## config.mk

```make
export PLATFORM = sky130hd
export DESIGN_NAME = pcm_sample_to_16bit_converter
export DESIGN_NICKNAME = d
export VERILOG_FILES = /design/src/rtl/pcmc_pkg.sv /design/src/rtl/pcmc_front.sv /design/src/rtl/pcmc_back.sv /design/src/rtl/pcm_sample_to_16bit_converter.sv
export SDC_FILE = /design/constraint.sdc
export NUM_CORES = 1
export LEC_CHECK = 0
export BUFFER_PORTS_ARGS = -buffer_cell sky130_fd_sc_hd__buf_4
export CORE_MARGIN = 4
export CORE_UTILIZATION = 56
export DETAILED_ROUTE_END_ITERATION = 8
export MAX_ROUTING_LAYER = met4
export PLACE_DENSITY = 0.79
export SYNTH_ARGS = -nofsm -noshare
export SYNTH_HDL_FRONTEND = slang
export SYNTH_HIERARCHICAL = 1
export SYNTH_SLANG_ARGS = --single-unit
```

## constraint.sdc

```tcl
create_clock -name i_clk -period 5.41 [get_ports i_clk]
set_input_delay 0.8115 -clock i_clk [delete_from_list [all_inputs] [get_ports i_clk]]
set_output_delay 0.8115 -clock i_clk [all_outputs]
set_load 0.01 [all_outputs]
```

## src/rtl/pcmc_pkg.sv

```systemverilog
// ----------------------------------------------------------------------------
// pcmc_pkg
// Shared types and constants of the PCM sample converter.
// ----------------------------------------------------------------------------
package pcmc_pkg;

    localparam int CFG_IDX_W  = 8;
    localparam int CFG_DATA_W = 8;

    localparam logic [CFG_IDX_W-1:0] CFG_SAMPLE_BYTES     = 8'd0;
    localparam logic [CFG_IDX_W-1:0] CFG_SAMPLE_IS_FLOAT  = 8'd1;
    localparam logic [CFG_IDX_W-1:0] CFG_VALID_BITS       = 8'd2;
    localparam logic [CFG_IDX_W-1:0] CFG_SURROUND_REORDER = 8'd3;

    localparam int QUEUE_DEPTH = 4;
    localparam int QPTR_W      = $clog2(QUEUE_DEPTH);

    typedef struct packed {
        logic [2:0] sample_bytes;
        logic       sample_is_float;
        logic [5:0] valid_bits;
        logic       surround_reorder;
    } t_cfg;

    typedef struct packed {
        logic [2:0][15:0] vals;
        logic [1:0]       cnt;
        logic             fin;
    } t_cmd;

endpackage

```

## src/rtl/pcmc_front.sv

```systemverilog
// ----------------------------------------------------------------------------
// pcmc_front
// Converts each accepted sample and builds the result group of the reorder.
// ----------------------------------------------------------------------------
module pcmc_front (
    input  logic                         i_clk,
    input  logic                         i_rst_n,
    input  logic                         i_cfg_valid,
    input  logic [pcmc_pkg::CFG_IDX_W-1:0]  i_cfg_index,
    input  logic [pcmc_pkg::CFG_DATA_W-1:0] i_cfg_data,
    input  logic                         i_accept,
    input  logic [31:0]                  i_raw_sample,
    input  logic                         i_final_sample,
    output pcmc_pkg::t_cmd               o_cmd,
    output logic                         o_cmd_valid
);

    pcmc_pkg::t_cfg r_cfg;
    logic [2:0]     r_pos, n_pos;
    logic [15:0]    r_h0, r_h1, n_h0, n_h1;

    logic [7:0]  exp_f;
    logic [23:0] mant;
    logic [7:0]  sh;
    logic [30:0] big, q;
    logic [16:0] rnd;
    logic [15:0] f_res, i_res, win, mask, s;

    always_ff @(posedge i_clk) begin
        if (!i_rst_n) begin
            r_cfg.sample_bytes     <= 3'd2;
            r_cfg.sample_is_float  <= 1'b0;
            r_cfg.valid_bits       <= 6'd16;
            r_cfg.surround_reorder <= 1'b0;
        end else if (i_cfg_valid) begin
            unique case (i_cfg_index)
                pcmc_pkg::CFG_SAMPLE_BYTES:     r_cfg.sample_bytes     <= i_cfg_data[2:0];
                pcmc_pkg::CFG_SAMPLE_IS_FLOAT:  r_cfg.sample_is_float  <= i_cfg_data[0];
                pcmc_pkg::CFG_VALID_BITS:       r_cfg.valid_bits       <= i_cfg_data[5:0];
                pcmc_pkg::CFG_SURROUND_REORDER: r_cfg.surround_reorder <= i_cfg_data[0];
                default: ;
            endcase
        end
    end

    always_comb begin
        exp_f = i_raw_sample[30:23];
        mant  = {(exp_f != 8'd0), i_raw_sample[22:0]};
        sh    = 8'd141 - exp_f;
        big   = {mant, 7'b0};
        q     = (sh > 8'd30) ? 31'd0 : (big >> sh[4:0]);
        rnd   = {1'b0, q[15:0]} + 17'd1;
        if (exp_f == 8'hFF && i_raw_sample[22:0] != 23'd0) begin
            f_res = 16'd0;
        end else if (exp_f >= 8'd127) begin
            f_res = i_raw_sample[31] ? 16'h8000 : 16'h7FFF;
        end else if (i_raw_sample[31]) begin
            f_res = 16'(~rnd[16:1] + 16'd1);
        end else begin
            f_res = (rnd[16:1] == 16'h8000) ? 16'h7FFF : rnd[16:1];
        end
    end

    always_comb begin
        case (r_cfg.sample_bytes)
            3'd2:    win = i_raw_sample[15:0];
            3'd3:    win = i_raw_sample[23:8];
            default: win = i_raw_sample[31:16];
        endcase
        if (r_cfg.valid_bits >= 6'd16) begin
            mask = 16'hFFFF;
        end else begin
            mask = 16'hFFFF << (5'd16 - 5'(r_cfg.valid_bits));
        end
        case (r_cfg.sample_bytes)
            3'd1:              i_res = {~i_raw_sample[7], i_raw_sample[6:0], 8'd0};
            3'd2, 3'd3, 3'd4:  i_res = win & mask;
            default:           i_res = 16'd0;
        endcase
        s = r_cfg.sample_is_float ? f_res : i_res;
    end

    always_comb begin
        n_pos       = 3'd0;
        n_h0        = r_h0;
        n_h1        = r_h1;
        o_cmd.vals  = {16'd0, 16'd0, s};
        o_cmd.cnt   = 2'd1;
        o_cmd.fin   = i_final_sample;
        if (r_cfg.surround_reorder) begin
            case (r_pos)
                3'd1: begin
                    n_h0 = s;
                    n_pos = 3'd2;
                    o_cmd.cnt = i_final_sample ? 2'd1 : 2'd0;
                end
                3'd2: begin
                    o_cmd.vals = {16'd0, r_h0, s};
                    o_cmd.cnt = 2'd2;
                    n_pos = 3'd3;
                end
                3'd3: begin
                    n_h0 = s;
                    n_pos = 3'd4;
                    o_cmd.cnt = i_final_sample ? 2'd1 : 2'd0;
                end
                3'd4: begin
                    n_h1 = s;
                    n_pos = 3'd5;
                    o_cmd.vals = {16'd0, s, r_h0};
                    o_cmd.cnt = i_final_sample ? 2'd2 : 2'd0;
                end
                3'd5: begin
                    o_cmd.vals = {r_h1, r_h0, s};
                    o_cmd.cnt = 2'd3;
                    n_pos = 3'd0;
                end
                default: begin
                    n_pos = 3'd1;
                end
            endcase
            if (i_final_sample) begin
                n_pos = 3'd0;
            end
        end
        o_cmd_valid = i_accept && (o_cmd.cnt != 2'd0);
    end

    always_ff @(posedge i_clk) begin
        if (!i_rst_n) begin
            r_pos <= 3'd0;
        end else if (i_accept) begin
            r_pos <= n_pos;
        end
    end

    always_ff @(posedge i_clk) begin
        if (i_accept) begin
            r_h0 <= n_h0;
            r_h1 <= n_h1;
        end
    end

endmodule

```

## src/rtl/pcmc_back.sv

```systemverilog
// ----------------------------------------------------------------------------
// pcmc_back
// Queues result groups and hands them out one result per transaction.
// ----------------------------------------------------------------------------
module pcmc_back (
    input  logic           i_clk,
    input  logic           i_rst_n,
    input  pcmc_pkg::t_cmd i_cmd,
    input  logic           i_cmd_valid,
    output logic           o_full,
    output logic           o_empty,
    input  logic           i_pop,
    output logic [15:0]    o_pcm_sample,
    output logic           o_run_last,
    output logic           o_block_end
);

    pcmc_pkg::t_cmd r_q [pcmc_pkg::QUEUE_DEPTH];
    logic [pcmc_pkg::QPTR_W-1:0] r_wr, r_rd;
    logic [pcmc_pkg::QPTR_W:0]   r_count;
    logic [1:0]                  r_idx;
    pcmc_pkg::t_cmd              head;
    logic                        take, done;

    assign head         = r_q[r_rd];
    assign o_empty      = (r_count == '0);
    assign o_full       = (r_count == (pcmc_pkg::QPTR_W+1)'(pcmc_pkg::QUEUE_DEPTH));
    assign o_pcm_sample = head.vals[r_idx];
    assign o_run_last   = (r_idx == head.cnt - 2'd1);
    assign o_block_end  = o_run_last && head.fin;
    assign take         = i_pop && !o_empty;
    assign done         = take && o_run_last;

    always_ff @(posedge i_clk) begin
        if (i_cmd_valid) begin
            r_q[r_wr] <= i_cmd;
        end
    end

    always_ff @(posedge i_clk) begin
        if (!i_rst_n) begin
            r_wr    <= '0;
            r_rd    <= '0;
            r_count <= '0;
            r_idx   <= 2'd0;
        end else begin
            if (i_cmd_valid) begin
                r_wr <= r_wr + 1'b1;
            end
            if (done) begin
                r_rd  <= r_rd + 1'b1;
                r_idx <= 2'd0;
            end else if (take) begin
                r_idx <= r_idx + 2'd1;
            end
            if (i_cmd_valid && !done) begin
                r_count <= r_count + 1'b1;
            end else if (done && !i_cmd_valid) begin
                r_count <= r_count - 1'b1;
            end
        end
    end

endmodule

```

## src/rtl/pcm_sample_to_16bit_converter.sv

```systemverilog
// ----------------------------------------------------------------------------
// pcm_sample_to_16bit_converter
// Each accepted sample's results pass through the group queue to the output.
// Throughput: one sample per cycle in while the four-entry queue is not full;
// one result per cycle out while pop is held and empty is low, up to three
// results per group. Reset: synchronous active-low; clears the queue, frame
// position and the configuration to its defaults; o_cfg_ready is always high.
// ----------------------------------------------------------------------------
module pcm_sample_to_16bit_converter (
    input  logic                               i_clk,
    input  logic                               i_rst_n,
    input  logic                               i_cfg_valid,
    output logic                               o_cfg_ready,
    input  logic [pcmc_pkg::CFG_IDX_W-1:0]     i_cfg_index,
    input  logic [pcmc_pkg::CFG_DATA_W-1:0]    i_cfg_data,
    input  logic                               push,
    output logic                               full,
    input  logic [31:0]                        i_raw_sample,
    input  logic                               i_final_sample,
    output logic                               empty,
    input  logic                               pop,
    output logic signed [15:0]                 o_pcm_sample,
    output logic                               o_run_last,
    output logic                               o_block_end
);

    pcmc_pkg::t_cmd cmd;
    logic           cmd_valid;
    logic           accept;
    logic [15:0]    pcm;

    assign o_cfg_ready  = 1'b1;
    assign accept       = push && !full;
    assign o_pcm_sample = pcm;

    pcmc_front u_front (
        .i_clk          (i_clk),
        .i_rst_n        (i_rst_n),
        .i_cfg_valid    (i_cfg_valid),
        .i_cfg_index    (i_cfg_index),
        .i_cfg_data     (i_cfg_data),
        .i_accept       (accept),
        .i_raw_sample   (i_raw_sample),
        .i_final_sample (i_final_sample),
        .o_cmd          (cmd),
        .o_cmd_valid    (cmd_valid)
    );

    pcmc_back u_back (
        .i_clk        (i_clk),
        .i_rst_n      (i_rst_n),
        .i_cmd        (cmd),
        .i_cmd_valid  (cmd_valid),
        .o_full       (full),
        .o_empty      (empty),
        .i_pop        (pop),
        .o_pcm_sample (pcm),
        .o_run_last   (o_run_last),
        .o_block_end  (o_block_end)
    );

endmodule
```

======== Yosys cells after proc, flatten, opt, wreduce, memory -nomap -nowiden ========
Memory sizes are Yosys's and may differ from the RTL's. A register that Yosys moved wholly into a read port is not among the register bits.
Index checks and enable logic that the tools add are counted.
word-level totals
  flip-flop bits (word level) ............. 55
  bits in writable memories ............... 204
  output and inout bits ................... 21
  memories kept ........................... 1
memory list
  name        depth  width  rd ports  clocked after Yosys merged registers in  write ports  line             text
  u_back.r_q  4      51     1         1                                        1            pcmc_back.sv:18  pcmc_pkg::t_cmd r_q [pcmc_pkg::QUEUE_DEPTH];
operators by class
  add/sub/neg operators ................... 10
  magnitude comparators ................... 4
  equality and inequality tests ........... 16
  shift-type cells ........................ 2
  multiplexer cells ....................... 26
  bitwise operators ....................... 4
  reductions and logical operators ........ 27
operators by type and width
  kind                                                                   number
  16-bit two-way mux                                                     9
  48-bit one-hot mux with 3 select lines                                 1
  16-bit one-hot mux with 2 select lines                                 2
  50-bit two-way mux                                                     1
  16-bit binary-select mux with 2-bit select                             1
  31-bit by 5-bit >> shifter with 16-bit output                          1
  23-bit nonzero test                                                    1
  16-bit by 1-bit adder with 17-bit output, second input constant        1
  16-bit by 1-bit adder with 16-bit output, second input constant        1
  16-bit bitwise AND                                                     1
  16-bit == test, second input constant                                  1
  8-bit by 2-bit == test with 1-bit output, second input constant        2
  16-bit inverter                                                        1
  16-bit by 5-bit << shifter with 16-bit output, first input constant    1
  3-bit one-hot mux with 5 select lines                                  1
  3-bit by 2-bit == test with 1-bit output, second input constant        4
  3-bit == test, second input constant                                   4
  3-bit two-way mux                                                      4
  8-bit by 1-bit == test with 1-bit output, second input constant        1
  8-bit == test, second input constant                                   1
  8-bit by 7-bit >= comparator with 1-bit output, second input constant  1
  8-bit by 5-bit > comparator with 1-bit output, second input constant   1
  1-bit logical AND                                                      8
  8-bit logical NOT                                                      1
  22 further kinds                                                       39

======== Logic depth before layout (Yosys ltp) ========
  depth after elaboration ................. 18
  mapped depth ............................ 23
  mapped depth without buffers ............ 17

======== Cells and area by module ========
Netlist, hierarchy kept.
modules (own cells, without submodules)
  module                         instances  cells an instance  area each (um2)  seq. area each (um2)
  pcmc_back                      1          394                8358.0           6346.1
  pcmc_front                     1          742                6254.7           1241.2
  pcm_sample_to_16bit_converter  1          3                  25.0             0.0

======== Worst setup path before layout ========
Ideal clock, no wire load.
  path kind ............................... in2reg
  start point ............................. input port i_raw_sample[24]
  end point ............................... memory u_back/r_q[0][16] in the netlist's numbering, data pin
  data arrival time ....................... 4.818 ns
  setup slack ............................. 0.319 ns
  cell stages on the path ................. 16
  path through ............................ ha_1 > buf_2 > xnor2_1 > mux4_2 > o211ai_2 > nand4_4 > or3_1 > buf_2 > or2_1 > buf_6 > o31a_1 > or4b_4 > nor4_4 > xnor2_1 > a31oi_2 > mux2_1
RTL lines
  element          line                                 text
  start, declared  pcm_sample_to_16bit_converter.sv:18  input logic [31:0] i_raw_sample,
  end, declared    pcmc_back.sv:18

==> run_results.csv <==
group,metric,value,unit
final_layout,nNetsFinal,1317,
sta,clock.fmax,204,MHz
place,place_hpwl,25.5,mm
place,gp_congestion,0.965,
worst_setup_path,timing.rr.start,"u_front/r_cfg[8]",
worst_setup_path,startpoint,"i_raw_sample[24]",
yosys,syn_inst,1139,
detailed_routing,drtPass1Iterations,5,
worst_setup_path,cp-start-kind,"input pin",
yosys,synth-edff-count,236,
floorplanning,core,25500,sq um
power,pwr-share-seq,43.6,%
global_route,grt_first_pass_wirelength,60.2,mm
final_layout,fin_util,65.6,%
sta,slew_headroom,13.8,%
final_layout,final_cells,1596,
yosys,synth-seq-cells,261,
sta,setup_violations,0,
power,comb_power_share,25.4,%
floorplanning,die_area,28800,sq um
sta,setup_tns,0,ns
worst_setup_path,critPathArrivalTime,5.28,ns
detailed_routing,vias_per_cell,6.59,
detailed_routing,wire_per_inst,24.5,um
power,p_per_area,346,nW/um^2
worst_setup_path,cp_num_buf_inv,4,
yosys,synthFlopType,"edfxtp_1",
yosys,synthTopCellsByArea,"edfxtp_1 (48%), mux4_2 (11%), mux2i_1 (5.6%), dfxtp_1 (3.4%), nand2_1 (1.8%)",
global_route,grt_max_degree,44,
detailed_routing,drc,0,
floorplanning,die_w,170,um
sta,fin_skew,0.0152,ns
detailed_routing,vias,10500,
place,place_ws,0.0765,ns
final_layout,layout-drive-gt1-share,25.2,%
sta,hold_viol_final,0,
clock_tree,postCtsHoldBufs,0,
clock_tree,numCtsBuffers,24,
floorplanning,die_y,170,um
detailed_routing,totalWireLength,39.0,mm
yosys,synth_top_area_share,48.4,%
clock_tree,cts_tree,"done",
worst_setup_path,cp_slowest_cell,"mux4_2",
power,p_int,4.18,mW
worst_setup_path,path_cells,"buf_4 -> ha_1 -> buf_4 -> mux4_2 -> mux2i_1 -> o21ai_0 -> o311ai_1 -> nor2_1 -> ha_1 -> xnor2_1 -> ha_1 -> inv_1 -> nor3_1 -> a21oi_1 -> o31ai_2 -> buf_4 -> nand3b_1 -> mux2i_1 -> a21oi_1 -> mux2_2",
job,max-cap-violations,0,
worst_setup_path,path_delay_family,"compound AO/OA/AOI/OAI gates",
clock_tree,postCtsSetupBuffers,0,
worst_hold_path,hp-class,"reg2reg",
yosys,avgSynthCellArea,12.9,sq um
sta,fin_crit_sh,90.7,%
worst_setup_path,cp_data_required_time,5.78,ns
power,switching_share,27.7,%
place,dp.cells,1554,
sta,slew_violations,0,
clock_tree,clkTransAtPathRegs,0.07,ns
power,leakage,5.84,nW
global_route,grt_use_total,27.6,%
global_route,grt_pass1_vias,10600,
final_layout,area.growth.synth_to_final,14.2,%
clock_tree,ctsResizeCount,0,
final_layout,n_fill_cell,1816,
sta,finalWorstSetupSlack,0.504,ns
sta,max_slew.worst_pin.slew,1.29,ns
yosys,netlist_area,14600,sq um
sta,grt_setup_unrepaired,"false",
clock_tree,insertion_delay,0.51,ns
floorplanning,io_pins,75,
sta,fin_crit,4.91,ns
yosys,yosysSeqAreaShare,51.8,%
global_route,grt_overflow,0,
worst_setup_path,max_stage_delay,0.51,ns
yosys,synth_nets,1206,
yosys,synth.distinct_cells,98,
status,outcome,"finished clean",
yosys,postSynth.asyncResetShare,0,%
clock_tree,cts.sinks,261,
place,port_buffers,71,
floorplanning,start_util,57.5,%
clock_tree,cts_buffer_depth,3,
clock_tree,cts_max_level,1,
detailed_routing,first_iter_violations,1124,
worst_setup_path,critical_path_class,"in2reg",
global_route,antenna_found_initial,0,
power,power_switching,1.60,mW
floorplanning,num_rows,58,
power,clkPwrFrac,30.9,%
yosys,yosysWarnings,6,
detailed_routing,ant_nets,0,
yosys,synth_top_area_cell,"edfxtp_1",
final_layout,diodes,0,
worst_setup_path,crit_fanout,13,
clock_tree,root_buffer,"clkbuf_16",
power,peakVddDrop,357,uV
worst_setup_path,endpoint_kind,"register",
worst_hold_path,min-delay-start,"u_back/r_rd[1]",
==> path summary, 6_finish.rpt <==
path / slack, ns / end / depth (start not counted)
worst max-delay path: 0.50 / u_back/r_q[0][13] / 20
worst min-delay path: 0.47 / register / 2
worst max register to register: 1.88 / u_back/r_q[0][13] / 8
worst min register to register: 0.47 / register / 2
==> per-layer routing <==
layer	vias to the layer above	track usage, %	part of all wire (%)
met5	-	-	0
met1	5126	33.3	37
met4	0	11.7	4.8
li1	4698	-	-
met3	117	3.38	7.4
met2	581	47.2	50
==> metrics by stage <==
stage	total power, mW	hold slack [ns]	area [sq um]
after floorplan	3.49	0.445	14600
after global placement	3.96	0.445	15900
after detailed placement	4.00	0.460	15900
after CTS	5.80	0.471	16700
after global routing	6.01	0.509	16700
final	5.78	0.466	16700
==> layout make-up <==
type                            count  area (sq um)  area share (%)
Timing Repair Buffer              157          1190            7.13
Multi-Input combinational cell    767          6540            39.1
Inverter                           39           146           0.876
Tap cell                          330           413            2.47
Clock inverter                     14           198            1.18
Clock buffer                       28           637            3.81
Sequential cell                   261          7590            45.4
==> worst min-delay path, delay by kind of cell (launching register included) <==
kind          cells  cell delay [ns]
flops             1             0.31
simple gates      1             0.05
mux               1             0.06
==> cells by family (layout without fill, tap and decap cells) <==
kind of cell / Yosys count / after routing / share of synthesized area [%]
adder cells (fa/ha/maj): 13 / 13 / 1.16
XOR/XNOR: 32 / 32 / 1.97
other: 1 / 1 / 0.0256
AND/OR/NAND/NOR: 318 / 318 / 12.0
buffers and inverters: 111 / 238 / 3.68
multiplexers: 172 / 172 / 18.0
flip-flops: 261 / 261 / 51.8
AO/OA/AOI/OAI: 231 / 231 / 11.3
==> cell usage in the layout (no fill, tap or decap), types with 5 or more instances in the layout <==
cell type,Yosys,layout
edfxtp_1,236,236
buf_4,6,156
mux2i_1,82,82
mux4_2,71,71
nand2_1,71,71
nor2_1,55,55
inv_1,38,38
o21ai_0,38,38
a21oi_1,38,38
and2_1,31,27
clkbuf_16,0,25
nor2b_1,25,24
o22ai_1,23,23
nor3_1,24,23
nand3_1,23,23
dfxtp_1,25,23
xnor2_1,17,16
mux2_2,16,16
xor2_1,14,14
nor4_1,13,13
nand2b_1,12,12
ha_1,12,12
o211ai_1,11,11
nand3b_1,10,10
or3_1,10,10
o31ai_1,10,10
o21ai_1,9,9
a22o_1,8,8
a32oi_1,7,7
a31oi_1,7,7
o221ai_1,6,6
clkinv_2,0,5
bufinv_16,0,5
o31a_1,5,5
nor3b_1,5,5
or2_2,5,5
a211oi_1,5,5
o21a_1,5,5
==> synthesized netlist by cell type (25+ instances only) <==
| library cell | instances |
|---|---|
| nor2_1 | 55 |
| mux4_2 | 71 |
| nand2_1 | 71 |
| inv_1 | 38 |
| edfxtp_1 | 236 |
| a21oi_1 | 38 |
| dfxtp_1 | 25 |
| o21ai_0 | 38 |
| nor2b_1 | 25 |
| clkbuf_1 | 34 |
| and2_1 | 31 |
| mux2i_1 | 82 |
==> sequential cells by signal, summed over array words and instances (netlist names), named ones only <==
signal and count:
u_front/r_pos 3, u_front/r_h1 16, u_back/r_idx 2, u_back/r_count 3, u_back/r_wr 2, u_front/r_cfg 11, u_back/r_q 204, u_back/r_rd 2
u_front/r_h0 16
==> power by group through the flow <==
stage	combinational, mW	sequential (mW)	clock, mW
after floorplan	1.00	2.49	0
after global placement	1.42	2.54	0
after detailed placement	1.45	2.56	0
after CTS	1.47	2.52	1.81
after global routing	1.57	2.54	1.90
final	1.47	2.52	1.79
Note: power is estimated with default switching activity, not from simulation.
